`src/sv/nor_flash_word_program_sequencer_core_defines.svh`:
```
// ----------------------------------------------------------------------------
// NOR flash word program sequencer: assertion macros
// Shared property macros for the sequencer's in-module checks.
// ----------------------------------------------------------------------------
`ifndef NOR_FLASH_WORD_PROGRAM_SEQUENCER_CORE_DEFINES_SVH
`define NOR_FLASH_WORD_PROGRAM_SEQUENCER_CORE_DEFINES_SVH

// same-cycle implication
`define NFWPS_ASSERT_IMP(label, clk, rst, ante, cons) \
   label: assert property (@(posedge clk) disable iff (rst) (ante) |-> (cons)) \
      else $error("nfwps assertion failed");

// next-cycle implication
`define NFWPS_ASSERT_NXT(label, clk, rst, ante, cons) \
   label: assert property (@(posedge clk) disable iff (rst) (ante) |=> (cons)) \
      else $error("nfwps assertion failed");

`endif

```
`src/sv/nfwps_pkg.sv`:
```
// ----------------------------------------------------------------------------
// NOR flash word program sequencer: package
// Payload types, codes and command constants shared by the sequencer modules.
// ----------------------------------------------------------------------------
package nfwps_pkg;

   localparam int AddressBits  = 22;
   localparam int DataBits     = 16;
   localparam int TickBits     = 16;
   localparam int QueueDepth   = 4;   // power of two
   localparam int QueuePtrBits = $clog2(QueueDepth);
   localparam int QueueCntBits = $clog2(QueueDepth + 1);

   typedef enum logic [1:0] {
      OP_PROGRAM = 2'd0,
      OP_POLL    = 2'd1,
      OP_TICK    = 2'd2
   } op_type;

   localparam logic [2:0] StatusOk      = 3'd0;
   localparam logic [2:0] StatusRefused = 3'd1;
   localparam logic [2:0] StatusFailed  = 3'd2;
   localparam logic [2:0] StatusBusy    = 3'd3;
   localparam logic [2:0] StatusIgnored = 3'd4;

   localparam logic KindWrite  = 1'b0;
   localparam logic KindReport = 1'b1;

   localparam logic CsrProtectLimit = 1'b0;
   localparam logic CsrTimeoutTicks = 1'b1;

   localparam logic [AddressBits-1:0] UnlockAddr1 = AddressBits'(12'hAAA);
   localparam logic [AddressBits-1:0] UnlockAddr2 = AddressBits'(12'h554);
   localparam logic [DataBits-1:0]    UnlockData1 = 16'hAAAA;
   localparam logic [DataBits-1:0]    UnlockData2 = 16'h5555;
   localparam logic [DataBits-1:0]    CmdProgram  = 16'hA0A0;
   localparam logic [DataBits-1:0]    CmdReset    = 16'h00F0;

   typedef struct packed {
      logic [1:0]             operation;
      logic [AddressBits-1:0] address;
      logic [DataBits-1:0]    data_word;
      logic [DataBits-1:0]    status_again;
   } req_type;

   typedef struct packed {
      logic                   kind;
      logic [AddressBits-1:0] bus_address;
      logic [DataBits-1:0]    bus_data;
      logic [2:0]             status;
      logic                   last;
   } rsp_type;

   typedef enum logic [1:0] {
      JOB_REPORT  = 2'd0,
      JOB_PROGRAM = 2'd1,
      JOB_FAIL    = 2'd2
   } job_kind_type;

   typedef struct packed {
      job_kind_type           job_kind;
      logic [AddressBits-1:0] address;
      logic [DataBits-1:0]    data;
      logic [2:0]             status;
   } job_type;

   function automatic rsp_type make_write(logic [AddressBits-1:0] addr,
                                          logic [DataBits-1:0] data, logic last);
      rsp_type r;
      r.kind        = KindWrite;
      r.bus_address = addr;
      r.bus_data    = data;
      r.status      = StatusOk;
      r.last        = last;
      return r;
   endfunction

   function automatic rsp_type make_report(logic [2:0] status);
      rsp_type r;
      r.kind        = KindReport;
      r.bus_address = '0;
      r.bus_data    = '0;
      r.status      = status;
      r.last        = 1'b1;
      return r;
   endfunction

endpackage

```
`src/sv/nfwps_front.sv`:
```
// ----------------------------------------------------------------------------
// NOR flash word program sequencer: front end
// Holds CSRs and state; turns each request but a non-expiring tick into a job.
// ----------------------------------------------------------------------------
`include "nor_flash_word_program_sequencer_core_defines.svh"

module nfwps_front (
   input  logic                               clock,
   input  logic                               reset,
   input  logic                               req_push,
   output logic                               req_full,
   input  nfwps_pkg::req_type                 req_payload,
   input  logic                               csr_write_enable,
   input  logic                               csr_index,
   input  logic [nfwps_pkg::AddressBits-1:0]  csr_write_data,
   output logic                               job_push,
   output nfwps_pkg::job_type                 job,
   input  logic                               queue_full
);

   logic                               busy_ff, busy_in;
   logic [nfwps_pkg::AddressBits-1:0]  target_ff, target_in;
   logic                               dq7_ff, dq7_in;
   logic [nfwps_pkg::TickBits-1:0]     ticks_ff, ticks_in;
   logic [nfwps_pkg::AddressBits-1:0]  limit_ff;
   logic [nfwps_pkg::TickBits-1:0]     timeout_ff;
   logic [nfwps_pkg::TickBits-1:0]     ticks_dec;
   logic                               job_valid;
   logic                               accept;

   assign req_full = queue_full;
   assign accept   = req_push && !queue_full;
   assign job_push = accept && job_valid;
   assign ticks_dec = (ticks_ff == '0) ? '0 : ticks_ff - 1'b1;

   always_comb begin
      busy_in      = busy_ff;
      target_in    = target_ff;
      dq7_in       = dq7_ff;
      ticks_in     = ticks_ff;
      job_valid    = 1'b1;
      job.job_kind = nfwps_pkg::JOB_REPORT;
      job.address  = target_ff;
      job.data     = req_payload.data_word;
      job.status   = nfwps_pkg::StatusIgnored;
      case (nfwps_pkg::op_type'(req_payload.operation))
         nfwps_pkg::OP_PROGRAM: begin
            if (busy_ff) begin
               job.status = nfwps_pkg::StatusIgnored;
            end else if (req_payload.address < limit_ff) begin
               job.status = nfwps_pkg::StatusRefused;
            end else begin
               job.job_kind = nfwps_pkg::JOB_PROGRAM;
               job.address  = req_payload.address;
               busy_in      = 1'b1;
               target_in    = req_payload.address;
               dq7_in       = req_payload.data_word[7];
               ticks_in     = timeout_ff;
            end
         end
         nfwps_pkg::OP_POLL: begin
            if (!busy_ff) begin
               job.status = nfwps_pkg::StatusIgnored;
            end else if (req_payload.data_word[7] == dq7_ff ||
                         (req_payload.data_word[5] &&
                          req_payload.status_again[7] == dq7_ff)) begin
               job.status = nfwps_pkg::StatusOk;
               busy_in    = 1'b0;
               ticks_in   = '0;
            end else if (req_payload.data_word[5] || ticks_ff == '0) begin
               job.job_kind = nfwps_pkg::JOB_FAIL;
               busy_in      = 1'b0;
               ticks_in     = '0;
            end else begin
               job.status = nfwps_pkg::StatusBusy;
            end
         end
         nfwps_pkg::OP_TICK: begin
            if (!busy_ff) begin
               job.status = nfwps_pkg::StatusIgnored;
            end else if (ticks_dec == '0) begin
               job.job_kind = nfwps_pkg::JOB_FAIL;
               busy_in      = 1'b0;
               ticks_in     = '0;
            end else begin
               job_valid = 1'b0;
               ticks_in  = ticks_dec;
            end
         end
         default: begin
            job.status = nfwps_pkg::StatusIgnored;
         end
      endcase
   end

   always_ff @(posedge clock) begin
      if (reset) begin
         busy_ff    <= 1'b0;
         target_ff  <= '0;
         dq7_ff     <= 1'b0;
         ticks_ff   <= '0;
         limit_ff   <= '0;
         timeout_ff <= nfwps_pkg::TickBits'(2);
      end else begin
         if (accept) begin
            busy_ff   <= busy_in;
            target_ff <= target_in;
            dq7_ff    <= dq7_in;
            ticks_ff  <= ticks_in;
         end
         if (csr_write_enable) begin
            case (csr_index)
               nfwps_pkg::CsrProtectLimit: limit_ff   <= csr_write_data;
               nfwps_pkg::CsrTimeoutTicks:
                  timeout_ff <= csr_write_data[nfwps_pkg::TickBits-1:0];
               default: limit_ff <= limit_ff;
            endcase
         end
      end
   end

   `NFWPS_ASSERT_IMP(a_idle_no_ticks, clock, reset, !busy_ff, ticks_ff == '0)

endmodule

```
`src/sv/nfwps_queue.sv`:
```
// ----------------------------------------------------------------------------
// NOR flash word program sequencer: job queue
// Short FIFO of classified jobs between the front end and the back end.
// ----------------------------------------------------------------------------
`include "nor_flash_word_program_sequencer_core_defines.svh"

module nfwps_queue (
   input  logic                clock,
   input  logic                reset,
   input  logic                push,
   input  nfwps_pkg::job_type  push_job,
   output logic                full,
   input  logic                pop,
   output nfwps_pkg::job_type  head_job,
   output logic                empty
);

   nfwps_pkg::job_type                   slots_ff [nfwps_pkg::QueueDepth];
   logic [nfwps_pkg::QueuePtrBits-1:0]   wr_ptr_ff, rd_ptr_ff;
   logic [nfwps_pkg::QueueCntBits-1:0]   count_ff;
   logic                                 do_push, do_pop;

   assign full     = (count_ff == nfwps_pkg::QueueCntBits'(nfwps_pkg::QueueDepth));
   assign empty    = (count_ff == '0);
   assign do_push  = push && !full;
   assign do_pop   = pop && !empty;
   assign head_job = slots_ff[rd_ptr_ff];

   always_ff @(posedge clock) begin
      if (do_push) begin
         slots_ff[wr_ptr_ff] <= push_job;
      end
   end

   always_ff @(posedge clock) begin
      if (reset) begin
         wr_ptr_ff <= '0;
         rd_ptr_ff <= '0;
         count_ff  <= '0;
      end else begin
         if (do_push) begin
            wr_ptr_ff <= wr_ptr_ff + 1'b1;
         end
         if (do_pop) begin
            rd_ptr_ff <= rd_ptr_ff + 1'b1;
         end
         if (do_push && !do_pop) begin
            count_ff <= count_ff + 1'b1;
         end else if (do_pop && !do_push) begin
            count_ff <= count_ff - 1'b1;
         end
      end
   end

   `NFWPS_ASSERT_IMP(a_count_bound, clock, reset, 1'b1,
                     count_ff <= nfwps_pkg::QueueCntBits'(nfwps_pkg::QueueDepth))

endmodule

```
`src/sv/nfwps_back.sv`:
```
// ----------------------------------------------------------------------------
// NOR flash word program sequencer: back end
// Expands queued jobs into bus writes and reports through an output register.
// ----------------------------------------------------------------------------
`include "nor_flash_word_program_sequencer_core_defines.svh"

module nfwps_back (
   input  logic                clock,
   input  logic                reset,
   input  nfwps_pkg::job_type  head_job,
   input  logic                head_empty,
   output logic                head_pop,
   output logic                rsp_empty,
   input  logic                rsp_pop,
   output nfwps_pkg::rsp_type  rsp_payload
);

   logic [1:0]          step_ff;
   logic                out_valid_ff;
   nfwps_pkg::rsp_type  out_ff;
   nfwps_pkg::rsp_type  beat;
   logic                load;

   assign rsp_empty   = !out_valid_ff;
   assign rsp_payload = out_ff;
   assign load        = !head_empty && (!out_valid_ff || rsp_pop);
   assign head_pop    = load && beat.last;

   always_comb begin
      case (head_job.job_kind)
         nfwps_pkg::JOB_PROGRAM: begin
            case (step_ff)
               2'd0: beat = nfwps_pkg::make_write(nfwps_pkg::UnlockAddr1,
                                                  nfwps_pkg::UnlockData1, 1'b0);
               2'd1: beat = nfwps_pkg::make_write(nfwps_pkg::UnlockAddr2,
                                                  nfwps_pkg::UnlockData2, 1'b0);
               2'd2: beat = nfwps_pkg::make_write(nfwps_pkg::UnlockAddr1,
                                                  nfwps_pkg::CmdProgram, 1'b0);
               default: beat = nfwps_pkg::make_write(head_job.address,
                                                     head_job.data, 1'b1);
            endcase
         end
         nfwps_pkg::JOB_FAIL: begin
            if (step_ff == 2'd0) begin
               beat = nfwps_pkg::make_write(head_job.address, nfwps_pkg::CmdReset, 1'b0);
            end else begin
               beat = nfwps_pkg::make_report(nfwps_pkg::StatusFailed);
            end
         end
         default: begin
            beat = nfwps_pkg::make_report(head_job.status);
         end
      endcase
   end

   always_ff @(posedge clock) begin
      if (load) begin
         out_ff <= beat;
      end
   end

   always_ff @(posedge clock) begin
      if (reset) begin
         step_ff      <= '0;
         out_valid_ff <= 1'b0;
      end else begin
         if (load) begin
            out_valid_ff <= 1'b1;
            step_ff      <= beat.last ? 2'd0 : step_ff + 2'd1;
         end else if (rsp_pop) begin
            out_valid_ff <= 1'b0;
         end
      end
   end

   `NFWPS_ASSERT_IMP(a_step_has_job, clock, reset, step_ff != 2'd0, !head_empty)
   `NFWPS_ASSERT_IMP(a_report_is_last, clock, reset,
                     out_valid_ff && out_ff.kind == nfwps_pkg::KindReport, out_ff.last)

endmodule

```
`src/sv/nor_flash_word_program_sequencer_core.sv`:
```
// ----------------------------------------------------------------------------
// NOR flash word program sequencer core
// Word program command issue with DQ7 data polling and tick timeout.
// ----------------------------------------------------------------------------
// channel   ports                              moves
// request   req_push / req_full / req_payload  program, poll or tick
// response  rsp_empty / rsp_pop / rsp_payload  bus write or status report
// csr       csr_write_enable / csr_index / _data  protect limit, timeout
//
// A request is classified in its accept cycle; results leave the output
// register one per cycle unless rsp_pop stalls: a program gives 4, others 0 to 2.
// A 4-entry job queue decouples the front end from the response side.
// req_full is high while the job queue holds 4 jobs; rsp_pop stalls back into it.
// reset (synchronous) clears state; protect limit 0, timeout 2 ticks.
// ----------------------------------------------------------------------------
module nor_flash_word_program_sequencer_core (
   input  logic                               clock,
   input  logic                               reset,
   input  logic                               req_push,
   output logic                               req_full,
   input  nfwps_pkg::req_type                 req_payload,
   output logic                               rsp_empty,
   input  logic                               rsp_pop,
   output nfwps_pkg::rsp_type                 rsp_payload,
   input  logic                               csr_write_enable,
   input  logic                               csr_index,
   input  logic [nfwps_pkg::AddressBits-1:0]  csr_write_data
);

   logic                job_push, queue_full, head_empty, head_pop;
   nfwps_pkg::job_type  job, head_job;

   nfwps_front u_front (
      .clock            (clock),
      .reset            (reset),
      .req_push         (req_push),
      .req_full         (req_full),
      .req_payload      (req_payload),
      .csr_write_enable (csr_write_enable),
      .csr_index        (csr_index),
      .csr_write_data   (csr_write_data),
      .job_push         (job_push),
      .job              (job),
      .queue_full       (queue_full)
   );

   nfwps_queue u_queue (
      .clock    (clock),
      .reset    (reset),
      .push     (job_push),
      .push_job (job),
      .full     (queue_full),
      .pop      (head_pop),
      .head_job (head_job),
      .empty    (head_empty)
   );

   nfwps_back u_back (
      .clock       (clock),
      .reset       (reset),
      .head_job    (head_job),
      .head_empty  (head_empty),
      .head_pop    (head_pop),
      .rsp_empty   (rsp_empty),
      .rsp_pop     (rsp_pop),
      .rsp_payload (rsp_payload)
   );

endmodule

```
`config.mk`:
```
export PLATFORM = sky130hd
export DESIGN_NAME = nor_flash_word_program_sequencer_core
export DESIGN_NICKNAME = d
export VERILOG_FILES = /design/src/sv/nfwps_pkg.sv /design/src/sv/nfwps_front.sv /design/src/sv/nfwps_queue.sv /design/src/sv/nfwps_back.sv /design/src/sv/nor_flash_word_program_sequencer_core.sv
export VERILOG_INCLUDE_DIRS = /design/src /design/src/sv
export SDC_FILE = /design/constraint.sdc
export NUM_CORES = 1
export LEC_CHECK = 0
export BUFFER_PORTS_ARGS = -buffer_cell sky130_fd_sc_hd__clkbuf_2
export CAP_MARGIN = 15
export CORE_UTILIZATION = 53
export DETAILED_ROUTE_END_ITERATION = 16
export PLACE_DENSITY_LB_ADDON = 0.12
export SLEW_MARGIN = 10
export SYNTH_ARGS = -nofsm -noshare
export SYNTH_HDL_FRONTEND = slang
export SYNTH_SLANG_ARGS = --single-unit
```
`constraint.sdc`:
```
create_clock -name clock -period 4.4 [get_ports clock]
set_clock_uncertainty 0.2 [all_clocks]
set_input_delay 0.22 -clock clock [delete_from_list [all_inputs] [get_ports clock]]
set_output_delay 0.22 -clock clock [all_outputs]
set_load 0.005 [all_outputs]
```
==> out/metrics.yaml, run 1 <==
core_um2: 24200
finalWeightedCongestion: 0.870
finalHoldViolCount: 0
final-setup-viol-count: 0
switchingPower_mw: 2.20
drive_above_1_share_pct: 20.8
grt_usage_pct: 21.5
ys_seq_area_share_pct: 63.2
p_leak_nw: 5.98
cts-root-buf: "clkbuf_16"
ys_types: 68
fin_cells: 1512
slew_viol_final: 0
crit_path_max_fanout: 7
synth_top_flop_cell: "edfxtp_1"
synth_top_area_share_pct: 49.4
p_per_area_nw_per_um2: 515
rsz0062_at_grt: "no"
startpoint: "u_front.ticks_ff[0]$_SDFFE_PP0P_"
place_inst: 1379
grt_max_degree: 45
ys_top_cells_by_area: "edfxtp_1 (49%), dfxtp_1 (14%), mux4_2 (7.4%)"
firstDrtPassIters: 5
wl_per_cell_um: 17.4
num_vias: 8166
worstHoldPathType: "input pin to flip-flop"
combPwrFrac_pct: 22.9
outcome: "complete, no violations"
finalCritPeriodShare_pct: 86.5
max_slew_margin_pct: 36.4
maxCapViolCount: 0
synth_nets: 1091
power_mw: 8.11
ys_async_sr_fraction_pct: 0
p_int_mw: 5.91
crit_path_end_kind: "flip-flop"
drtAntennaViolNets: 0
grt-ovfl-total: 0
synth_edf_count: 215
p_sw_share_pct: 27.1
fmax_mhz: 263
cts_buffers: 31
rows: 57
avgSynthCellArea_um2: 13.5
die_w_um: 159
cts_hold_buf: 78
die-area_um2: 25300
post-cts-setup-buffers: 0
synthCells: 968
hold_depth: 4
crit_type: "flip-flop to flip-flop"
r2r_slack_ns: 0.59
drc_errors: 0
dr_wl_met2_um: 12900
cts_resized: 0
io_buffers: 113
fin_tns_setup_ns: 0
h-tree-depth: 1
multi_input_area_um2: 4400
rr_startpoint: "u_front.ticks_ff[0]$_SDFFE_PP0P_"
num_io_pins: 129
clockPowerShare_pct: 30.2
cp-start-kind: "flip-flop"
nNetsFinal: 1289
nFillCells: 1895
wl_um: 26300
period_needed_ns: 3.81
grt_pass1_wl_um: 42900
synth_top_cell_by_area: "edfxtp_1"
ys_seq_elements: 305
worstPathRequired_ns: 4.66
met3WireLength_um: 1270
die_y_um: 159
diodes: 0
grt_pass1_vias: 8176
clk-insertion-delay-late_ns: 0.54
synth_area_um2: 13100
power_frac_seq_pct: 46.9
clk_pin_slew_worst_paths_ns: 0.06
drt-met1-wl_um: 11500
worstMarginPinSlew_ns: 0.954
reg2reg_depth: 13
hold_end: "u_front.limit_ff[12]$_SDFFE_PP0P_"
seqCellArea_um2: 8260
cts_buffer_depth: 3
yosysWarnings: 0
hp-start: "csr_write_enable"
viasPerCell: 5.40
arrival_ns: 4.07
irDropWorstVdd_mv: 0.284
rr_endpoint: "u_queue.count_ff[2]$_SDFFE_PP0P_"
areaGrowthSynthToFinish_pct: 20.5
cts_tree: "yes"
first_iter_violations: 440
start_util_pct: 53.9
highest_layer: "met4"
antenna_found_initial: 0
dp_hpwl_um: 16700
clock-sinks: 305
## registers in the layout, indices dropped and copies added (netlist names), named ones only
signal,count
u_front.busy_ff,1
u_front.ticks_ff,16
u_queue.slots_ff,172
u_back.rsp_payload,43
u_front.limit_ff,22
u_front.dq7_ff,1
u_front.timeout_ff,16
u_back.out_valid_ff,1
u_queue.rd_ptr_ff,2
u_front.target_ff,22
u_queue.count_ff,3
u_back.step_ff,2
u_queue.wr_ptr_ff,2
## cell type report
cell class / instances / share of cell area (%)
clock buffers: 38 / 5.09
repair buffers: 211 / 9.74
flip-flops and latches: 305 / 52.4
well taps: 324 / 2.57
multi-input cells: 563 / 27.9
inverters: 54 / 1.29
clock inverters: 17 / 0.929
## how the worst max path moves through the flow
stage | slack [ns] | to
after global placement | 0.66 | u_queue.count_ff[2]$_SDFFE_PP0P_
after detailed placement | 0.61 | u_queue.count_ff[2]$_SDFFE_PP0P_
after CTS | 0.60 | u_queue.count_ff[2]$_SDFFE_PP0P_
after global routing | 0.27 | u_queue.count_ff[2]$_SDFFE_PP0P_
final | 0.59 | u_queue.count_ff[2]$_SDFFE_PP0P_
after floorplan | 0.34 | u_queue.count_ff[2]$_SDFFE_PP0P_
## critical path: stages, from the launching register on
cell,delay (ns)
dfxtp_1,0.33
inv_1,0.14
ha_1,0.26
nor3b_1,0.55
nand4_1,0.19
xor2_1,0.29
o2111ai_2,0.24
a21oi_4,0.27
ha_1,0.22
inv_1,0.06
fa_1,0.38
xor2_1,0.17
or3_1,0.30
a21oi_1,0.14
## layer usage
| layer | up-vias | track usage, % |
|---|---|---|
| li1 | 3964 | - |
| met1 | 3972 | 28.8 |
| met2 | 191 | 36.9 |
| met3 | 39 | 2.50 |
| met4 | 0 | 6.47 |
| met5 | - | 0 |
## cell usage after synthesis, drive strengths merged (2+ instances only)
master   number
inv          53
a31o          2
a221oi        3
mux4         43
a21oi        78
or4           2
a211oi        9
mux2         24
nand3b        3
and2          7
dfxtp        90
ha           38
or3b          2
clkbuf       32
nand2       112
xnor2         6
nor3b         4
a21boi        2
buf          14
o21ai        21
a31oi         2
a21o          4
xor2          5
nor2b        18
or2           4
nand2b        9
nor4          8
mux2i        31
nor4b         2
a22oi         4
o32ai         4
a32oi         2
edfxtp      215
or3           3
o2bb2ai       2
nand4         6
nand3        17
a311o         2
nor2         56
nor3         15
## cell usage in the layout (no fill, tap or decap), types with 18 or more instances in the layout
master | netlist | final
edfxtp_1 | 215 | 215
nand2_1 | 112 | 112
clkbuf_2 | 1 | 112
dfxtp_1 | 90 | 88
dlygate4sd3_1 | 0 | 78
a21oi_1 | 77 | 77
nor2_1 | 56 | 56
inv_1 | 53 | 52
mux4_2 | 43 | 43
ha_1 | 38 | 38
mux2i_1 | 31 | 31
clkbuf_16 | 0 | 31
mux2_1 | 19 | 19
nor2b_1 | 18 | 18
## cells by family after synthesis
family | after synthesis | synth area share [%]
flops | 305 | 63.2
simple gates | 273 | 10.4
compound gates | 142 | 6.81
buf+inv | 100 | 3.19
mux | 98 | 11.9
fa+ha+maj | 39 | 3.79
xor+xnor | 11 | 0.737
## metrics by stage
step	area [um2]	util [%]	hold WS, ns	setup slack, ns
after global placement	14000	57.8	0.239	0.664
after global routing	15800	65.0	0.0861	0.270
final	15800	65.0	0.0553	0.593
after detailed placement	14000	57.8	0.245	0.615
after CTS	15800	65.0	0.0367	0.595
after floorplan	13100	-	0.119	0.342
## power by group through the flow
stage | Combinational [mW] | Clock [mW] | Sequential [mW]
floorplan | 1.20 | 0 | 3.85
global placement | 1.82 | 0 | 3.86
detailed placement | 1.84 | 0 | 3.87
CTS | 1.90 | 2.51 | 3.81
global route | 2.07 | 2.62 | 3.85
finish | 1.86 | 2.45 | 3.80
(Power assumes the default switching activity.)
==> run 2, diff against run 1 <==
- CORE_UTILIZATION: 53 -> 59
- clock period: 4.4 -> 4.2 ns (I/O delays scaled with it)
==> out/metrics.yaml, run 2 (synthesis results as in run 1) <==
worstPathRequired_ns: 4.46
finalHoldViolCount: 0
crit_path_max_fanout: 7
fin_hold_ws_ns: 0.0194
cts_buffers: 31
diodes: 0
num_vias: 8123
cp_slowest_cell: "nor3b_1"
slew_viol_final: 0
die_y_um: 151
cts_buffer_depth: 3
io_buffers: 113
crit_path_end_kind: "flip-flop"
grt_max_degree: 45
final_common_cell: "edfxtp_1"
rows: 54
nFillCells: 1493
rr_startpoint: "u_front.ticks_ff[0]$_SDFFE_PP0P_"
firstDrtPassIters: 6
h-tree-depth: 1
wl_per_cell_um: 18.3
cp_num_buf_inv: 2
clk_pin_slew_worst_paths_ns: 0.06
final-setup-viol-count: 0
first_iter_violations: 374
regMostFlops: "u_queue.slots_ff"
fin_tns_setup_ns: 0
drtAntennaViolNets: 0
worstMarginPinSlew_ns: 0.948
critPathTopFamily: "simple AND/OR/NAND/NOR gates"
crit_type: "flip-flop to flip-flop"
outcome: "complete, no violations"
cts_tree: "yes"
antenna_found_initial: 0
die-area_um2: 22700
rr_endpoint: "u_queue.count_ff[2]$_SDFFE_PP0P_"
rsz0062_at_grt: "no"
hold_depth: 4
r2r_slack_ns: 0.31
hold_end: "u_front.busy_ff$_SDFFE_PP0P_"
fmax_mhz: 257
cp-start-kind: "flip-flop"
grt-ovfl-total: 0
areaGrowthSynthToFinish_pct: 20.1
path_cells: "inv_1 -> ha_1 -> nor3b_1 -> nand4_1 -> xor2_1 -> o2111ai_2 -> a21oi_4 -> ha_1 -> inv_1 -> fa_1 -> xor2_1 -> or3_1 -> a21oi_1"
cts_resized: 0
irDropWorstVdd_mv: 0.305
post-cts-setup-buffers: 0
drive_above_1_share_pct: 21.9
grt_usage_pct: 24.1
p_leak_nw: 5.96
arrival_ns: 4.15
core_um2: 21800
grt_pass1_wl_um: 42100
die_w_um: 151
hp-start: "req_push"
grt_pass1_vias: 8176
viasPerCell: 5.59
layout_common_cells: "edfxtp_1 (215), nand2_1 (112), clkbuf_2 (112), dfxtp_1 (88), a21oi_1 (77)"
largest_reg_flops: 172
max_slew_margin_pct: 36.8
crit_path_max_incr_delay_ns: 0.56
worstHoldPathType: "input pin to flip-flop"
reg2reg_depth: 13
drc_errors: 0
p_per_area_nw_per_um2: 562
cts-root-buf: "clkbuf_16"
start_util_pct: 60.1
nNetsFinal: 1273
num_io_pins: 129
maxCapViolCount: 0
dp_hpwl_um: 16900
finalCritPeriodShare_pct: 92.6
wl_um: 26600
clock-sinks: 305
clk-insertion-delay-late_ns: 0.55
period_needed_ns: 3.89
finalWeightedCongestion: 0.838
==> run 2: cell types whose count changed in the layout (fill, tap and decap cells not counted), moves of 4 or more <==
cell,before,now
buf_4,17,12
clkbuf_1,7,2
clkinv_1,14,7
clkinv_4,0,4
clkinvlp_4,1,5
dlygate4sd3_1,78,66
==> run 2: layer usage <==
layer | up-vias | share of wire (%) | routed length [um] | global-route usage (%)
li1 | 3926 | - | - | -
met1 | 3948 | 43 | 11400 | 31.5
met2 | 208 | 51 | 13600 | 42.6
met3 | 41 | 4.5 | 1210 | 3.28
met4 | 0 | 1.9 | 494 | 5.65
met5 | - | 0 | 0 | 0
==> run 2: tightest hold or removal path, stage by stage <==
cell	delay (ns)
clkbuf_2	0.10
nor3b_1	0.17
a31oi_1	0.17
nor4_1	0.07
==> run 2: power by group <==
part	switching (mW)	internal (mW)	leakage (nW)
Clock	1.14	1.72	0.510
Sequential	0.180	3.82	2.76
Combinational	1.11	0.846	2.69
==> run 2: how the worst max path moves through the flow <==
| stage | startpoint | end | slack (ns) | depth (start not counted) |
|---|---|---|---|---|
| floorplan | flip-flop | u_queue.count_ff[2]$_SDFFE_PP0P_ | 0.14 | 15 |
| CTS | u_front.ticks_ff[0]$_SDFFE_PP0P_ | u_queue.count_ff[2]$_SDFFE_PP0P_ | 0.37 | 13 |
| global route | u_front.ticks_ff[0]$_SDFFE_PP0P_ | u_queue.count_ff[2]$_SDFFE_PP0P_ | 0.06 | 13 |
| detailed placement | u_front.ticks_ff[0]$_SDFFE_PP0P_ | u_queue.count_ff[2]$_SDFFE_PP0P_ | 0.41 | 13 |
| global placement | u_front.ticks_ff[0]$_SDFFE_PP0P_ | u_queue.count_ff[2]$_SDFFE_PP0P_ | 0.48 | 13 |
| finish | u_front.ticks_ff[0]$_SDFFE_PP0P_ | u_queue.count_ff[2]$_SDFFE_PP0P_ | 0.31 | 13 |
==> run 2: final cells by class <==
cell class | count | area [um2] | area share, %
repair buffers | 195 | 1400 | 8.90
clock inverters | 24 | 295 | 1.88
inverters | 54 | 203 | 1.29
well taps | 280 | 350 | 2.23
multi-input cells | 563 | 4400 | 28.1
flip-flops and latches | 305 | 8260 | 52.6
clock buffers | 33 | 783 | 4.99
==> run 2: timing repair <==
action / CTS / global route
endpoints found under the hold margin: 214 / 0
hold buffers: 66 / 0
setup endpoints to repair: 0 / 0
==> run 2: through the flow <==
| step | setup slack [ns] | power (mW) | std cells | util [%] | area, um2 |
|---|---|---|---|---|---|
| after floorplan | 0.142 | 5.29 | 968 | - | 13100 |
| after global placement | 0.479 | 5.91 | 1331 | 64.1 | 14000 |
| after detailed placement | 0.412 | 5.96 | 1331 | 64.1 | 14000 |
| after CTS | 0.374 | 8.90 | 1454 | 72.1 | 15700 |
| after global routing | 0.0574 | 9.24 | 1454 | 72.1 | 15700 |
| final | 0.310 | 8.82 | 1454 | 72.1 | 15700 |
